`src/rtl/core/rwhp_pkg.sv`:
```
// Shared constants for the RIFF/WAVE header parser: field widths,
// status codes and the little-endian chunk identifiers. No dependencies.
`timescale 1ns / 1ps

package rwhp_pkg;

    localparam int BYTE_W = 8;
    localparam int WORD_W = 32;
    localparam int HALF_W = 16;
    localparam int STATUS_W = 3;
    localparam int OUT_DATA_W = 168;

    // Result status codes
    localparam logic [STATUS_W-1:0] ST_HEADER  = 3'd0;
    localparam logic [STATUS_W-1:0] ST_SAMPLE  = 3'd1;
    localparam logic [STATUS_W-1:0] ST_SKIPPED = 3'd2;
    localparam logic [STATUS_W-1:0] ST_BAD_RIFF = 3'd3;
    localparam logic [STATUS_W-1:0] ST_BAD_WAVE = 3'd4;
    localparam logic [STATUS_W-1:0] ST_BAD_FMT  = 3'd5;
    localparam logic [STATUS_W-1:0] ST_IGNORED  = 3'd6;

    // Identifiers as they read after four bytes shifted in little-endian
    localparam logic [WORD_W-1:0] ID_RIFF = 32'h4646_4952;
    localparam logic [WORD_W-1:0] ID_WAVE = 32'h4556_4157;
    localparam logic [WORD_W-1:0] ID_FMT  = 32'h2074_6D66;
    localparam logic [WORD_W-1:0] ID_DATA = 32'h6174_6164;

    // Size of the fixed part of the fmt body
    localparam logic [WORD_W-1:0] FMT_BODY_BYTES = 32'd16;

endpackage

```
`src/rtl/core/riff_wave_header_parser.sv`:
```
// RIFF/WAVE header parser top level: byte-stream parser and result register.
// Depends on rwhp_pkg for widths, status codes and identifiers.
`timescale 1ns / 1ps

// Takes a WAV file one byte per transaction (s_tuser marks the first byte
// of a file) and returns one result per byte: a status code on m_tuser,
// the data byte and last-byte mark while inside the data chunk, and the
// captured format fields. One byte is accepted every cycle while s_tready is high;
// each result is loaded into the output register in the cycle after its byte, and
// s_tready drops only while that register holds a result that m_tready
// has not taken. RIFF, WAVE and fmt identifiers are checked on their fourth
// byte; after an error or the end of the data chunk bytes are reported as
// ignored until the next start mark. Non-data chunks and fmt bytes past 16
// are skipped by their size; no pad byte is skipped for odd sizes.
module riff_wave_header_parser
(
    input  logic         clk,
    input  logic         rst_n,
    input  logic         s_tvalid,
    output logic         s_tready,
    input  logic [7:0]   s_tdata,   // [7:0] in_byte
    input  logic [0:0]   s_tuser,   // [0] start_of_file
    output logic         m_tvalid,
    input  logic         m_tready,
    output logic [167:0] m_tdata,   // [7:0] sample_byte, [23:8] format_tag,
                                    // [39:24] channel_count, [71:40] sample_rate,
                                    // [103:72] byte_rate, [119:104] block_align,
                                    // [135:120] bits_per_sample,
                                    // [167:136] data_bytes_left
    output logic [2:0]   m_tuser,   // [2:0] status
    output logic         m_tlast    // last_sample
);

    localparam logic [3:0] PH_RIFF_ID    = 4'd0;
    localparam logic [3:0] PH_RIFF_SIZE  = 4'd1;
    localparam logic [3:0] PH_WAVE_ID    = 4'd2;
    localparam logic [3:0] PH_FMT_ID     = 4'd3;
    localparam logic [3:0] PH_FMT_SIZE   = 4'd4;
    localparam logic [3:0] PH_FMT_BODY   = 4'd5;
    localparam logic [3:0] PH_FMT_EXTRA  = 4'd6;
    localparam logic [3:0] PH_CHUNK_ID   = 4'd7;
    localparam logic [3:0] PH_CHUNK_SIZE = 4'd8;
    localparam logic [3:0] PH_SKIP       = 4'd9;
    localparam logic [3:0] PH_DATA       = 4'd10;
    localparam logic [3:0] PH_DONE       = 4'd11;

    localparam logic [4:0] IDX_WORD_END = 5'd4;
    localparam logic [4:0] IDX_BODY_END = 5'd16;
    localparam logic [4:0] IDX_TAG      = 5'd1;
    localparam logic [4:0] IDX_CHANNELS = 5'd3;
    localparam logic [4:0] IDX_RATE     = 5'd7;
    localparam logic [4:0] IDX_BYTERATE = 5'd11;
    localparam logic [4:0] IDX_ALIGN    = 5'd13;
    localparam logic [4:0] IDX_BITS     = 5'd15;

    // Parser state
    logic [3:0]                   phase_reg, phase_next;
    logic [4:0]                   idx_reg, idx_next;
    logic [rwhp_pkg::WORD_W-1:0]  word_reg, word_next;
    logic [rwhp_pkg::WORD_W-1:0]  remain_reg, remain_next;
    logic                         is_data_reg, is_data_next;
    logic [rwhp_pkg::HALF_W-1:0]  tag_reg, tag_next;
    logic [rwhp_pkg::HALF_W-1:0]  channels_reg, channels_next;
    logic [rwhp_pkg::WORD_W-1:0]  rate_reg, rate_next;
    logic [rwhp_pkg::WORD_W-1:0]  byterate_reg, byterate_next;
    logic [rwhp_pkg::HALF_W-1:0]  align_reg, align_next;
    logic [rwhp_pkg::HALF_W-1:0]  bits_reg, bits_next;

    // Result register
    logic                             out_valid_reg;
    logic [rwhp_pkg::STATUS_W-1:0]    out_user_reg, status_next;
    logic                             out_last_reg, last_next;
    logic [rwhp_pkg::OUT_DATA_W-1:0]  out_data_reg, data_next;

    // State as seen by this byte: a start mark clears everything first
    logic                             start;
    logic [3:0]                       cur_phase;
    logic [4:0]                       cur_idx;
    logic [rwhp_pkg::WORD_W-1:0]      cur_word;
    logic [rwhp_pkg::WORD_W-1:0]      cur_remain;
    logic                             cur_is_data;
    logic [rwhp_pkg::WORD_W-1:0]      word_shift;
    logic [4:0]                       idx_inc;
    logic                             word_done;
    logic [rwhp_pkg::WORD_W-1:0]      remain_dec;
    logic [rwhp_pkg::BYTE_W-1:0]      sample_next;
    logic [rwhp_pkg::WORD_W-1:0]      left_next;
    logic                             accept;

    assign s_tready = !out_valid_reg || m_tready;
    assign accept   = s_tvalid && s_tready;

    assign start       = s_tuser[0];
    assign cur_phase   = start ? PH_RIFF_ID : phase_reg;
    assign cur_idx     = start ? 5'd0 : idx_reg;
    assign cur_word    = start ? '0 : word_reg;
    assign cur_remain  = start ? '0 : remain_reg;
    assign cur_is_data = start ? 1'b0 : is_data_reg;

    assign word_shift = {s_tdata, cur_word[rwhp_pkg::WORD_W-1:rwhp_pkg::BYTE_W]};
    assign idx_inc    = cur_idx + 5'd1;
    assign word_done  = idx_inc >= IDX_WORD_END;
    assign remain_dec = cur_remain - rwhp_pkg::WORD_W'(1);

    always_comb
    begin
        phase_next    = cur_phase;
        idx_next      = cur_idx;
        word_next     = cur_word;
        remain_next   = cur_remain;
        is_data_next  = cur_is_data;
        tag_next      = start ? '0 : tag_reg;
        channels_next = start ? '0 : channels_reg;
        rate_next     = start ? '0 : rate_reg;
        byterate_next = start ? '0 : byterate_reg;
        align_next    = start ? '0 : align_reg;
        bits_next     = start ? '0 : bits_reg;
        status_next   = rwhp_pkg::ST_HEADER;
        sample_next   = '0;
        last_next     = 1'b0;
        left_next     = '0;

        case (cur_phase)
            PH_RIFF_ID, PH_RIFF_SIZE, PH_WAVE_ID, PH_FMT_ID, PH_FMT_SIZE,
            PH_CHUNK_ID, PH_CHUNK_SIZE:
            begin
                word_next = word_shift;
                idx_next  = word_done ? 5'd0 : idx_inc;
                if (word_done)
                begin
                    case (cur_phase)
                        PH_RIFF_ID:
                        begin
                            if (word_shift != rwhp_pkg::ID_RIFF)
                            begin
                                status_next = rwhp_pkg::ST_BAD_RIFF;
                                phase_next  = PH_DONE;
                            end
                            else
                            begin
                                phase_next = PH_RIFF_SIZE;
                            end
                        end
                        PH_RIFF_SIZE:
                        begin
                            phase_next = PH_WAVE_ID;
                        end
                        PH_WAVE_ID:
                        begin
                            if (word_shift != rwhp_pkg::ID_WAVE)
                            begin
                                status_next = rwhp_pkg::ST_BAD_WAVE;
                                phase_next  = PH_DONE;
                            end
                            else
                            begin
                                phase_next = PH_FMT_ID;
                            end
                        end
                        PH_FMT_ID:
                        begin
                            if (word_shift != rwhp_pkg::ID_FMT)
                            begin
                                status_next = rwhp_pkg::ST_BAD_FMT;
                                phase_next  = PH_DONE;
                            end
                            else
                            begin
                                phase_next = PH_FMT_SIZE;
                            end
                        end
                        PH_FMT_SIZE:
                        begin
                            // keep only the bytes past the fixed 16-byte body
                            remain_next = (word_shift > rwhp_pkg::FMT_BODY_BYTES) ?
                                word_shift - rwhp_pkg::FMT_BODY_BYTES : '0;
                            phase_next  = PH_FMT_BODY;
                        end
                        PH_CHUNK_ID:
                        begin
                            is_data_next = (word_shift == rwhp_pkg::ID_DATA);
                            phase_next   = PH_CHUNK_SIZE;
                        end
                        default:
                        begin
                            remain_next = word_shift;
                            if (cur_is_data)
                            begin
                                phase_next = (word_shift != '0) ? PH_DATA : PH_DONE;
                            end
                            else
                            begin
                                phase_next = (word_shift != '0) ? PH_SKIP : PH_CHUNK_ID;
                            end
                        end
                    endcase
                end
            end
            PH_FMT_BODY:
            begin
                word_next = word_shift;
                case (cur_idx)
                    IDX_TAG:      tag_next      = word_shift[31:16];
                    IDX_CHANNELS: channels_next = word_shift[31:16];
                    IDX_RATE:     rate_next     = word_shift;
                    IDX_BYTERATE: byterate_next = word_shift;
                    IDX_ALIGN:    align_next    = word_shift[31:16];
                    IDX_BITS:     bits_next     = word_shift[31:16];
                    default:      ;
                endcase
                if (idx_inc >= IDX_BODY_END)
                begin
                    idx_next   = 5'd0;
                    phase_next = (cur_remain != '0) ? PH_FMT_EXTRA : PH_CHUNK_ID;
                end
                else
                begin
                    idx_next = idx_inc;
                end
            end
            PH_FMT_EXTRA, PH_SKIP:
            begin
                status_next = rwhp_pkg::ST_SKIPPED;
                remain_next = remain_dec;
                if (remain_dec == '0)
                begin
                    phase_next = PH_CHUNK_ID;
                end
            end
            PH_DATA:
            begin
                status_next = rwhp_pkg::ST_SAMPLE;
                sample_next = s_tdata;
                remain_next = remain_dec;
                left_next   = remain_dec;
                if (remain_dec == '0)
                begin
                    last_next  = 1'b1;
                    phase_next = PH_DONE;
                end
            end
            default:
            begin
                status_next = rwhp_pkg::ST_IGNORED;
                phase_next  = PH_DONE;
            end
        endcase

        data_next = {left_next, bits_next, align_next, byterate_next, rate_next,
                     channels_next, tag_next, sample_next};
    end

    always_ff @(posedge clk or negedge rst_n)
    begin
        if (!rst_n)
        begin
            phase_reg     <= PH_RIFF_ID;
            idx_reg       <= '0;
            word_reg      <= '0;
            remain_reg    <= '0;
            is_data_reg   <= 1'b0;
            tag_reg       <= '0;
            channels_reg  <= '0;
            rate_reg      <= '0;
            byterate_reg  <= '0;
            align_reg     <= '0;
            bits_reg      <= '0;
            out_valid_reg <= 1'b0;
        end
        else
        begin
            if (accept)
            begin
                phase_reg    <= phase_next;
                idx_reg      <= idx_next;
                word_reg     <= word_next;
                remain_reg   <= remain_next;
                is_data_reg  <= is_data_next;
                tag_reg      <= tag_next;
                channels_reg <= channels_next;
                rate_reg     <= rate_next;
                byterate_reg <= byterate_next;
                align_reg    <= align_next;
                bits_reg     <= bits_next;
            end
            // hold the result until taken; refill in the same cycle
            if (accept)
            begin
                out_valid_reg <= 1'b1;
            end
            else if (m_tready)
            begin
                out_valid_reg <= 1'b0;
            end
        end
    end

    always_ff @(posedge clk)
    begin
        if (accept)
        begin
            out_user_reg <= status_next;
            out_last_reg <= last_next;
            out_data_reg <= data_next;
        end
    end

    assign m_tvalid = out_valid_reg;
    assign m_tuser  = out_user_reg;
    assign m_tlast  = out_last_reg;
    assign m_tdata  = out_data_reg;

endmodule

```
`config.mk`:
```
export PLATFORM = sky130hd
export DESIGN_NAME = riff_wave_header_parser
export DESIGN_NICKNAME = d
export VERILOG_FILES = /design/src/rtl/core/rwhp_pkg.sv /design/src/rtl/core/riff_wave_header_parser.sv
export SDC_FILE = /design/constraint.sdc
export NUM_CORES = 1
export LEC_CHECK = 0
export BUFFER_PORTS_ARGS = -buffer_cell sky130_fd_sc_hd__buf_2
export CAP_MARGIN = 20
export CORE_UTILIZATION = 44
export CTS_CLUSTER_SIZE = 20
export DETAILED_ROUTE_END_ITERATION = 8
export PLACE_DENSITY = 0.62
export SETUP_SLACK_MARGIN = 0.4
export SLEW_MARGIN = 20
export SYNTH_ARGS = -nofsm -noshare
export SYNTH_HDL_FRONTEND = slang
export SYNTH_SLANG_ARGS = --single-unit
```
`constraint.sdc`:
```
create_clock -name clk -period 15.15 [get_ports clk]
set_input_delay 3.03 -clock clk [delete_from_list [all_inputs] [get_ports clk]]
set_output_delay 3.03 -clock clk [all_outputs]
set_load 0.02 [all_outputs]
```
==> flow_metrics.env <==
export IMPL_post_cts_buffers=0
export IMPL_cts_tree="yes"
export IMPL_clkTransAtPathRegs_ns=0.06
export IMPL_clk_latency_ns=0.58
export IMPL_nets=2049
export IMPL_first_pass_iters=7
export IMPL_ys_seq_area_frac=0.549
export IMPL_synth_cell_area_sq_um=18300
export IMPL_max_slew_worst_pin_slew_ns=1.12
export IMPL_cp_startpoint="m_tready"
export IMPL_synth_cell_types=78
export IMPL_portBuffers=186
export IMPL_post_route_period_util=0.429
export IMPL_intPower_mw=1.95
export IMPL_htree_levels=2
export IMPL_vias_per_cell=6.01
export IMPL_cts_buffers=41
export IMPL_crit_type="in -> out"
export IMPL_r2r_slack_ns=11.01
export IMPL_num_vias=15557
export IMPL_power_mw=2.99
export IMPL_gp_congestion=0.979
export IMPL_wl_met2_mm=26.5
export IMPL_synthFlopType="dfrtp_1"
export IMPL_power_per_cell_area_nw_per_um2=143
export IMPL_drv_slew=0
export IMPL_grt_remaining_overflow=0
export IMPL_fp_dieW_um=206
export IMPL_status="finished clean"
export IMPL_cts_sinks=367
export IMPL_p_leak_nw=8.67
export IMPL_synth_top_area_frac=0.282
export IMPL_synthTopCellsByArea="edfxtp_1, dfrtp_1, nand2_1, mux2_2, a21oi_1"
export IMPL_highest_layer="met4"
export IMPL_start_util=0.447
export IMPL_synth_xor_area_share=0.00718
export IMPL_dr_first_iter_drc_count=1563
export IMPL_muxShareOfSynthArea=0.0488
export IMPL_grt_pass1_wl_mm=88.8
export IMPL_p_clk_frac=0.336
export IMPL_ant_nets=0
export IMPL_syn2layout_area_growth_pct=14.1
export IMPL_async_flop_share=0.531
export IMPL_arrival_ns=3.46
export IMPL_met1Wirelength_mm=24.7
export IMPL_power_frac_seq=0.422
export IMPL_drive_above_1_share=0.183
export IMPL_fmax_mhz=154
export IMPL_tns_ns=0
export IMPL_netSwitchingFraction=0.347
export IMPL_utilization=0.510
export IMPL_rows=74
export IMPL_report_final_setup_viol=0
export IMPL_cts_resized=0
export IMPL_synth_top_family_by_area="simple AND/OR/NAND/NOR gates"
export IMPL_switchingPower_mw=1.04
export IMPL_grt_pass1_vias=14604
export IMPL_ys_ff_latch=367
export IMPL_slew_headroom=0.250
export IMPL_diodes=0
export IMPL_reg2reg_to="phase_reg[3]"
export IMPL_hold_start="rate_reg[1]"
export IMPL_min_to="rate_reg[1]"
export IMPL_dp_hpwl_mm=37.7
export IMPL_min_period_ns=6.49
export IMPL_yosysMostFrequentCell="nand2_1"
export IMPL_start_kind="input port"
export IMPL_synth_compound_area_frac=0.135
export IMPL_drv_cap=0
export IMPL_vdd_drop_max_uv=87.2
export IMPL_synthesis_nets=1956
export IMPL_critPathMaxFanout=3
export IMPL_die_y_um=206
export IMPL_syn_avg_cell_area_sq_um=9.47
export IMPL_largest_reg_flops=168
export IMPL_required_ns=12.12
export IMPL_yosys_area_share_adder=0.00683
export IMPL_min_path_cells=2
export IMPL_wl_met3_mm=4.88
export IMPL_grt_start_max_net_pins=186
export IMPL_yosys_area_share_simple=0.215
export IMPL_fillerInstances=3807
export IMPL_rr_worst_depth=10
export IMPL_routed_wl_mm=58.3
export IMPL_pwr_share_comb=0.242
export IMPL_yosysWarningCount=0
export IMPL_skew_ns=0.0287
export IMPL_syn_inst=1933
export IMPL_hp_class="reg -> reg"
export IMPL_finalHoldViolCount=0
export IMPL_synth_top_area_cell="edfxtp_1"
export IMPL_routedWlPerCell_um=22.5
export IMPL_worstSetupEndpointType="primary output"
export IMPL_postCtsHoldBufs=0
export IMPL_synth_edf_count=172
export IMPL_ys_top_cells_by_count="nand2_1, dfrtp_1, edfxtp_1, nor2_1, clkbuf_1"
export IMPL_drc=0
export IMPL_ioPinCount=187
export IMPL_fp_coreArea_sq_um=40900
export IMPL_antenna_found_initial=3
export IMPL_grt_usage=0.276
export IMPL_cts_path_max_buffers=3
export IMPL_clock_root_buffer="clkbuf_16"
export IMPL_die_area_sq_um=42400
export IMPL_rsz0062_at_grt="no"
export IMPL_r2r_start="remain_reg[0]"
kinds of logic (layout without fill, tap and decap cells):
kind of cell,count (synthesis),after routing
XOR/XNOR,15,15
flip-flops,367,367
multiplexers,81,81
AO/OA/AOI/OAI,404,404
adder cells (fa/ha/maj),10,10
buffers and inverters,184,309
AND/OR/NAND/NOR,872,872
per-stage QoR:
step	hold slack [ns]	instances	setup slack, ns	area [sq um]
5_1_grt	0.500	2590	8.50	20900
3_5_place_dp	0.462	2515	8.21	19500
4_1_cts	0.477	2590	8.66	20900
6_report	0.475	2590	8.66	20900
2_1_floorplan	0.446	1933	5.67	18300
3_3_place_gp	0.457	2514	8.25	19500
worst max-delay path by stage:
stage | endpoint | cells after the start
5_1_grt | phase_reg[3] | 12
2_1_floorplan | m_tdata[0] | 6
3_5_place_dp | remain_reg[15] | 10
4_1_cts | s_tready | 3
3_3_place_gp | remain_reg[15] | 10
6_report | s_tready | 3
cell type report:
cell class	instances	area, sq um	area share
Timing Repair Buffer	210	1150	0.0553
Clock inverter	22	211	0.0101
Clock buffer	53	1130	0.0542
Tap cell	532	666	0.0319
Inverter	24	97.6	0.00467
Multi-Input combinational cell	1382	7580	0.363
Sequential cell	367	10000	0.481
layer usage:
metal	track usage	vias to the layer above
met2	0.423	750
met4	0.116	0
met1	0.386	7611
li1	-	7048
met5	0	-
met3	0.0484	148
worst max-delay path, stage by stage:
cell and delay, ns:
buf_2 0.09, nand2b_1 0.17, buf_2 0.17
power by group through the flow:
stage                     Clock [mW]  Combinational, mW  Sequential, mW
after floorplan                    0              0.517            1.21
after global placement             0              0.709            1.27
after detailed placement           0              0.708            1.27
after CTS                       1.03              0.710            1.25
after global routing            1.06              0.784            1.27
final                           1.01              0.726            1.26
layout by cell type (no fill, tap or decap), drive strengths merged, types with 20 or more instances in the layout:
master / n
nand2: 469
buf: 209
dfrtp: 195
edfxtp: 172
nor2: 156
a21oi: 136
o21ai: 104
mux2: 66
nand3: 56
clkbuf: 54
nor3: 42
a31oi: 35
nor4: 31
inv: 26
and2: 20
No activity file was read; power rests on OpenSTA's default activity.
